## src/sv/fibmp_pkg.sv

```systemverilog
package fibmp_pkg;

  // word width of every value, kept modulo 2^FIB_W
  localparam int FIB_W   = 16;
  // multiplier digit consumed by each lane per cycle
  localparam int DIGIT_W = 4;
  localparam int DIGITS  = FIB_W / DIGIT_W;
  localparam int DCNT_W  = $clog2(DIGITS);
  // parallel digit-serial multiply lanes
  localparam int LANES   = 7;

  // default index width
  localparam int INDEX_BITS_DEF = 32;

  // sequencer states
  typedef enum logic [1:0] {
    ST_IDLE,
    ST_SETUP,
    ST_MUL,
    ST_FLUSH
  } fib_state_t;

  typedef logic [FIB_W-1:0] fib_word_t;

endpackage

```

## src/sv/fibonacci_mod_2_16_matrix_power.sv

```systemverilog
// channel | ports                                  | direction | word
// --------+----------------------------------------+-----------+------------------------
// in      | in_valid, in_stall, in_index[31:0]     | input     | fibonacci index n
// out     | out_valid, out_stall, out_fib_value    | output    | F(n) mod 65536, 16 bits
//
// one word at a time: accept, then for each index bit up to the highest set bit
// a setup state and a multiply state in which the seven multiply lanes take in
// all DIGITS=4 multiplier digits, then a hand-over from the flush state to the
// output register
// rst_n is synchronous, active low; it clears the sequencer and the output valid
// out_stall only holds the output register; a finished word waits in the flush
// state while the previous result is still stalled, and in_stall stays high until
// the sequencer is back in idle
module fibonacci_mod_2_16_matrix_power #(
  parameter int INDEX_BITS = fibmp_pkg::INDEX_BITS_DEF
) (
  input  logic                   clk,
  input  logic                   rst_n,
  input  logic                   in_valid,
  output logic                   in_stall,
  input  logic [31:0]            in_index,
  output logic                   out_valid,
  input  logic                   out_stall,
  output logic [fibmp_pkg::FIB_W-1:0] out_fib_value
);
  import fibmp_pkg::*;

  // lane assignment for one bit step
  // the power Q^k is held as the pair a = F(k), b = F(k+1)
  // the accumulator Q^m as c = F(m), d = F(m+1)
  localparam int L_ASQ = 0;  // a * (2b - a)
  localparam int L_AA  = 1;  // a * a
  localparam int L_BB  = 2;  // b * b
  localparam int L_CB  = 3;  // c * b
  localparam int L_DA  = 4;  // d * a
  localparam int L_CA  = 5;  // c * a
  localparam int L_DB  = 6;  // d * b

  fib_state_t state_r, state_nxt;
  logic [DCNT_W-1:0] dcnt_r, dcnt_nxt;
  logic [INDEX_BITS-1:0] rem_r;
  fib_word_t a_r, b_r, c_r, d_r;
  fib_word_t x_r [LANES];
  fib_word_t y_r [LANES];
  fib_word_t s_r [LANES];
  fib_word_t s_nxt [LANES];
  fib_word_t out_val_r;
  logic out_valid_r, out_valid_nxt;

  logic in_acc, lane_load, lane_run, step_done, out_load, rem_zero, last_digit;

  assign in_acc     = in_valid && !in_stall;
  assign rem_zero   = (rem_r == '0);
  assign last_digit = (dcnt_r == DCNT_W'(DIGITS - 1));

  // next state
  always_comb begin
    state_nxt = state_r;
    case (state_r)
      ST_IDLE:  if (in_valid) state_nxt = ST_SETUP;
      ST_SETUP: state_nxt = rem_zero ? ST_FLUSH : ST_MUL;
      ST_MUL:   if (last_digit) state_nxt = ST_SETUP;
      ST_FLUSH: if (!out_valid_r || !out_stall) state_nxt = ST_IDLE;
      default:  state_nxt = ST_IDLE;
    endcase
  end

  // sequencer outputs
  always_comb begin
    in_stall  = 1'b1;
    lane_load = 1'b0;
    lane_run  = 1'b0;
    step_done = 1'b0;
    out_load  = 1'b0;
    case (state_r)
      ST_IDLE:  in_stall = 1'b0;
      ST_SETUP: lane_load = !rem_zero;
      ST_MUL: begin
        lane_run  = 1'b1;
        step_done = last_digit;
      end
      ST_FLUSH: out_load = !out_valid_r || !out_stall;
      default:  in_stall = 1'b1;
    endcase
  end

  // digit counter
  always_comb begin
    dcnt_nxt = dcnt_r;
    if (lane_load) dcnt_nxt = '0;
    else if (lane_run) dcnt_nxt = dcnt_r + DCNT_W'(1);
  end

  // output valid
  always_comb begin
    out_valid_nxt = out_valid_r && out_stall;
    if (out_load) out_valid_nxt = 1'b1;
  end

  always_ff @(posedge clk) begin
    if (!rst_n) begin
      state_r     <= ST_IDLE;
      dcnt_r      <= '0;
      out_valid_r <= 1'b0;
    end else begin
      state_r     <= state_nxt;
      dcnt_r      <= dcnt_nxt;
      out_valid_r <= out_valid_nxt;
    end
  end

  // lane partial sums: one digit of the multiplier per cycle in the multiply state, low bits only
  always_comb begin
    for (int i = 0; i < LANES; i++) begin
      s_nxt[i] = s_r[i] + x_r[i] * FIB_W'(y_r[i][DIGIT_W-1:0]);
    end
  end

  // lane shift registers
  always_ff @(posedge clk) begin
    if (lane_load) begin
      x_r[L_ASQ] <= a_r;  y_r[L_ASQ] <= (b_r << 1) - a_r;
      x_r[L_AA]  <= a_r;  y_r[L_AA]  <= a_r;
      x_r[L_BB]  <= b_r;  y_r[L_BB]  <= b_r;
      x_r[L_CB]  <= c_r;  y_r[L_CB]  <= b_r;
      x_r[L_DA]  <= d_r;  y_r[L_DA]  <= a_r;
      x_r[L_CA]  <= c_r;  y_r[L_CA]  <= a_r;
      x_r[L_DB]  <= d_r;  y_r[L_DB]  <= b_r;
      for (int i = 0; i < LANES; i++) s_r[i] <= '0;
    end else if (lane_run) begin
      for (int i = 0; i < LANES; i++) begin
        x_r[i] <= x_r[i] << DIGIT_W;
        y_r[i] <= y_r[i] >> DIGIT_W;
        s_r[i] <= s_nxt[i];
      end
    end
  end

  // load on accept; power squaring, conditional accumulate and index shift at the end of a step
  always_ff @(posedge clk) begin
    if (in_acc) begin
      rem_r <= INDEX_BITS'(in_index);
      a_r   <= fib_word_t'(1);
      b_r   <= fib_word_t'(1);
      c_r   <= '0;
      d_r   <= fib_word_t'(1);
    end else if (step_done) begin
      rem_r <= rem_r >> 1;
      a_r   <= s_nxt[L_ASQ];
      b_r   <= s_nxt[L_AA] + s_nxt[L_BB];
      if (rem_r[0]) begin
        c_r <= s_nxt[L_CB] + s_nxt[L_DA] - s_nxt[L_CA];
        d_r <= s_nxt[L_DB] + s_nxt[L_CA];
      end
    end
  end

  // output register
  always_ff @(posedge clk) begin
    if (out_load) out_val_r <= c_r;
  end

  assign out_valid     = out_valid_r;
  assign out_fib_value = out_val_r;

  // accepted word always starts with a setup cycle
  a_accept_setup: assert property (@(posedge clk) disable iff (!rst_n)
    in_acc |=> state_r == ST_SETUP)
    else $error("accepted word did not enter setup");

  // an exhausted index goes straight to the output hand-over
  a_zero_flush: assert property (@(posedge clk) disable iff (!rst_n)
    (state_r == ST_SETUP && rem_zero) |=> state_r == ST_FLUSH)
    else $error("exhausted index did not flush");

  // digit counter runs only inside the multiply phase
  a_dcnt_idle: assert property (@(posedge clk) disable iff (!rst_n)
    (state_r == ST_IDLE || state_r == ST_FLUSH) |-> dcnt_r == '0)
    else $error("digit counter left nonzero");

  // a new result appears only from the flush state
  a_out_from_flush: assert property (@(posedge clk) disable iff (!rst_n)
    $rose(out_valid_r) |-> $past(state_r) == ST_FLUSH)
    else $error("result raised outside flush");

endmodule

```

## config.mk

```make
export PLATFORM = sky130hd
export DESIGN_NAME = fibonacci_mod_2_16_matrix_power
export DESIGN_NICKNAME = d
export VERILOG_FILES = /design/src/sv/fibmp_pkg.sv /design/src/sv/fibonacci_mod_2_16_matrix_power.sv
export SDC_FILE = /design/constraint.sdc
export NUM_CORES = 1
export LEC_CHECK = 0
export BUFFER_PORTS_ARGS = -buffer_cell sky130_fd_sc_hd__buf_2
export CORE_AREA = 2 2 312 314
export DETAILED_ROUTE_END_ITERATION = 12
export DIE_AREA = 0 0 314 316
export PLACE_DENSITY = 0.48
export SLEW_MARGIN = 25
export SYNTH_ARGS = -nofsm -noshare
export SYNTH_HDL_FRONTEND = slang
export SYNTH_SLANG_ARGS = --single-unit
```

## constraint.sdc

```tcl
create_clock -name clk -period 8.7 [get_ports clk]
set_input_delay 0.87 -clock clk [delete_from_list [all_inputs] [get_ports clk]]
set_output_delay 0.87 -clock clk [all_outputs]
set_load 0.05 [all_outputs]
```

; Word-level counts from Yosys, hierarchy flattened
; Memories as Yosys holds them, arrays and structs flattened.
; Index checks and enable logic that the tools add are counted.
[classes]
add_sub_neg = 13
reduce_logical = 12
n_eq_ne = 7
n_mux = 39
n_bitwise = 22
mul = 7
[ops]
columns = cell, n
row1 = two-way mux 16 bit, 21
row2 = adder 16 bit, 10
row3 = multiplier 16 x 4 -> 16 bit, 7
row4 = two-way mux 32 bit, 2
row5 = zero test 32 bit, 1
row6 = subtractor 16 bit, 2
row7 = bitwise OR 1 bit, 21
row8 = two-way mux 1 bit, 12
row9 = one-hot mux 2 bit (4 select lines), 1
row10 = "== test 2 bit, second input constant", 3
row11 = two-way mux 2 bit, 3
row12 = "inequality test 2 bit, second input constant", 3
row13 = zero test 1 bit, 3
row14 = AND reduction 3 bit, 1
row15 = "adder 2 x 1 -> 2 bit, second input constant", 1
row16 = "== test 2 x 1 -> 1 bit, second input constant", 1
row17 = logical AND 1 bit, 2
row18 = zero test 2 bit, 1
row19 = AND reduction 2 bit, 1
row20 = nonzero test 2 bit, 1
row21 = OR reduction 2 bit, 1
row22 = logical OR 1 bit, 1
row23 = NOT 1 bit, 1
[word_totals]
register_bits = 117
ram_bits = 336
inputBits = 36
output_inout_bits = 18
word_cells = 112
n_memories = 3
[mem_list]
columns = name, depth, word_bits, read_ports, rd_clocked_by_memory_dff, wr, line
row1 = s_r, 7, 16, 7, 0, 7, fibonacci_mod_2_16_matrix_power.sv:45  ; fib_word_t s_r [LANES];
row2 = x_r, 7, 16, 7, 0, 7, fibonacci_mod_2_16_matrix_power.sv:43  ; fib_word_t x_r [LANES];
row3 = y_r, 7, 16, 7, 0, 7, fibonacci_mod_2_16_matrix_power.sv:44  ; fib_word_t y_r [LANES];

; Depth between registers and ports, before layout
[logic_depth]
depth_word = 6
depth_mapped = 27
ltp_nobuf = 25

; Worst setup path after synthesis
; OpenSTA, ideal clock, no wires.
[synth_path]
kind = register to register
start = reg rem_r[0]
end = mem s_r[0][0] in the netlist's numbering (enable)
setup_ns = 0.609
synth_period_minus_slack_ns = 6.970
arrival_time_ns = 6.361
required_ns = 8.091
slack_ns = 1.730
stages_incl_launch_ff = 8
path_buffers = 1
path_cell_list = edfxtp_1 -> nor4_1 -> nand4_1 -> nor2_1 -> nor3b_1 -> nor2_1 -> clkbuf_1 -> inv_1
[synth_rtl]
columns = element, line
row1 = "start, declared", fibonacci_mod_2_16_matrix_power.sv:41  ; logic [INDEX_BITS-1:0] rem_r;
row2 = "start signal, assigned", fibonacci_mod_2_16_matrix_power.sv:142  ; rem_r <= INDEX_BITS'(in_index);
row3 = "start signal, assigned", fibonacci_mod_2_16_matrix_power.sv:148  ; rem_r <= rem_r >> 1;
row4 = "end, declared", fibonacci_mod_2_16_matrix_power.sv:45

==> summary.md <==
| Metric | Value |
|---|---|
| Tightest Pin Transition | 1050 ps |
| Synth area leader | edfxtp_1 |
| Number of vias per cell | 4.75 |
| Final-layout fill cell count | 9709 |
| Period utilization | 0.768 |
| Clock Skew | 53.5 ps |
| Clock buffer depth | 3 |
| Register area | 0.0112 mm² |
| Drt drc | 0 |
| Diode count | 0 |
| Hold Startpoint | d_r[9] |
| Number of DRC markers after the initial detailed-route iteration | ~1200 |
| First-pass GRT wire length | 129 mm |
| Number of cells on the worst hold path | 2 |
| #FFs+latches synth | 405 |
| First-pass DRT Iterations | 5 |
| Post-synth top flop | edfxtp_1 |
| Global route total overflow | 0 |
| Dpl ws | 2100 ps |
| Unrepaired setup endpoints after global routing | false |
| PwrDens | about 380 mW/mm² |
| Leak | approximately 15 nW |
| H-tree depth | 2 |
| Final Util | 0.361 |
| Latest clock arrival within the worst-skew pair | 630 ps |
| Total track usage | 0.167 |
| Nets | approximately 3700 |
| Fin. Hold Viols | 0 |
| Final Max Slew Viols | 0 |
| CP Capture Type | flip-flop |
| Clk network pwr share | 0.167 |
| Post-route ant nets | 0 |
| Die height | 316 µm |
| Post-synth EDFFs | 308 |
| TritonCTS Buffers | 49 |
| Layout cells sized above 1 | 0.0616 |
| Ys async rst share | 0 |
| Core Rows | 114 |
| Number of buffers added for setup after CTS | 0 |
| Routed wire length | around 82 mm |
| Starting density of the core | 0.326 |
| Post-synth cell types | between 70 and 80 |
| Initial antenna violation count | 4 |
| YS warnings | 0 |
| Vias in the first global route | 22100 |
| Critical path type | reg2reg |
| Clock slew at reported path FFs | 70 ps |
| F_max | 150 MHz |
| Crit path required time | 9180 ps |
| Outcome | complete, no violations |
| VDD IR-drop max | 0.489 mV |
| Post-synth top cells | 591 x nand2_1, 375 x inv_1, 309 x and2_1 |
| Multi-input logic area | roughly 0.018 mm² |
| Hold-fix buffers, CTS | 0 |
| Ranking of synthesized cells by area | edfxtp_1 30%, fa_1 18%, ha_1 7.7%, nand2_1 7.1%, dfxtp_1 6.2% |
| Worst Path Arrival | 7150 ps |
| Setup WS post-layout | 2020 ps |
| Relative slew slack | 0.303 |
| Syn_nets | between 3000 and 4000 |
| Hold endpoint | d_r[9] |
| Setup TNS | 0 ps |
| Area grow syn2layout | 10.6% |
| Post-CTS Resized | 0 |
| DR WL/cell | 18.0 µm |
| Vias | between 20000 and 25000 |
| Tmin final | 6680 ps |
| Reg-to-Reg Start | y_r[1][17] |
| Root buffer cell | clkbuf_16 |
| Hold Path Class | reg2reg |
| Number of max-cap violations | 0 |
| Avg Cell Area, Syn | between 9 and 10 µm² |
| Register area share after synthesis | 0.357 |
| CTS tree | yes |
| Core area | around 0.096 mm² |
| Reg-to-Reg End | c_r[15] |
| Seq pwr share | 0.188 |
| Synth top area share | 0.295 |
| Port bufs | 53 |
| CTS sink count | 405 |
| Internal power | 7.23 mW |
| Die width | 314 µm |
| Die Area | 0.0992 mm² |
| Sw Ratio | 0.451 |
| Final setup viols | 0 |
| Global placement routability congestion | 0.821 |
| Worst R2R Path Depth | 23 |
| Sw power | a little under 6 mW |
| Post-Syn Instances | 3211 |
| Dpl hpwl | between 50 and 60 mm |
| R2R Setup Slk | 2020 ps |
| Comb pwr share | 0.645 |
| Most frequent cell after synthesis | nand2_1 |
| Startpoint types | flip-flop |
| Pin count of the biggest net entering global routing | between 150 and 200 |
| IO Pins | 54 |
| Synth Cell Area | 0.0313 mm² |
| Worst Path Max Fanout | 30 |
metal layers:
metal  share of wire  wire [µm]  vias up  GRT usage
li1                -          -    10500          -
met1            0.46      37700    10600      0.228
met2            0.48      39100      377      0.284
met3           0.037       3050      101     0.0186
met4           0.022       1810        0     0.0409
met5               0          0        -          0
cells by family after synthesis:
family / share of synthesized area
AO/OA/AOI/OAI: 0.0913
XOR/XNOR: 0.0534
adder cells (fa/ha/maj): 0.258
buffers and inverters: 0.0591
flip-flops: 0.357
multiplexers: 0.000319
AND/OR/NAND/NOR: 0.181
cell usage in the layout, fill, tap and decap left out, types with 12 or more instances in the layout:
cell	n
ha_1	194
clkinv_2	12
xor2_1	45
clkbuf_16	52
o21bai_1	23
a22o_1	24
nor2_1	152
nand3_1	29
dfxtp_1	97
and2_1	308
edfxtp_1	308
and3_1	17
buf_4	21
inv_1	373
fa_1	281
a21o_1	45
buf_2	53
a21oi_1	115
nor2b_1	19
or3_1	12
nor3_1	42
nand2_1	591
xnor2_1	139
o21ai_0	109
area by class of cell:
cell class / instances / area share
well taps: 1276 / 0.0460
inverters: 375 / 0.0408
clock buffers: 66 / 0.0405
multi-input cells: 2315 / 0.529
clock inverters: 25 / 0.00866
flip-flops and latches: 405 / 0.323
repair buffers: 75 / 0.0128
registers in the layout, summed over array words and instances, names as in the netlist:
register       cells
s_r              112
d_r               16
c_r               16
out_fib_value     16
dcnt_r             2
b_r               16
a_r               16
state_r            2
out_valid          1
x_r               96
y_r               80
rem_r             32
metrics by stage:
step                      instance area [µm²]  hold WS [ps]  power, mW  cells
final                                   34700           449       13.2   4537
after floorplan                         31300           425       9.04   3211
after detailed placement                33000           439       11.1   4446
after global placement                  33000           435       11.1   4446
after global routing                    34700           463       14.4   4537
after CTS                               34700           452       13.4   4537
critical path, stage by stage (launching register included):
cell      delay [ps]
edfxtp_1        1040
nand2_1          190
fa_1             600
fa_1             430
fa_1             490
inv_1             40
ha_1             300
a21oi_1          220
o21bai_1          90
a21oi_1          240
o21ba_2          180
o21bai_1          70
xnor2_1          170
fa_1             540
inv_1             40
ha_1             370
nand3_1           90
or3b_2           450
nand4_1          110
a41oi_1          170
o21ai_0          220
xnor3_1          250
xnor2_1          170
o21ai_1           70
worst max-delay path by stage:
stage	start	endpoint	cells after the start	slack [ps]
after global routing	y_r[2][2]	c_r[15]	23	1580
after CTS	y_r[1][17]	c_r[15]	23	2040
after detailed placement	y_r[1][17]	c_r[15]	23	2100
final	y_r[1][17]	c_r[15]	23	2020
after floorplan	rem_r[0]	s_r[0][0]	7	1730
after global placement	y_r[1][17]	c_r[15]	23	2140
power by group through the flow:
| stage | Sequential, mW | Clock, mW | Combinational (mW) |
|---|---|---|---|
| floorplan | 2.46 | 0 | 6.57 |
| global placement | 2.52 | 0 | 8.59 |
| detailed placement | 2.52 | 0 | 8.55 |
| CTS | 2.48 | 2.26 | 8.62 |
| global route | 2.50 | 2.33 | 9.53 |
| finish | 2.48 | 2.20 | 8.49 |
Power figures use the tool's default switching activity.
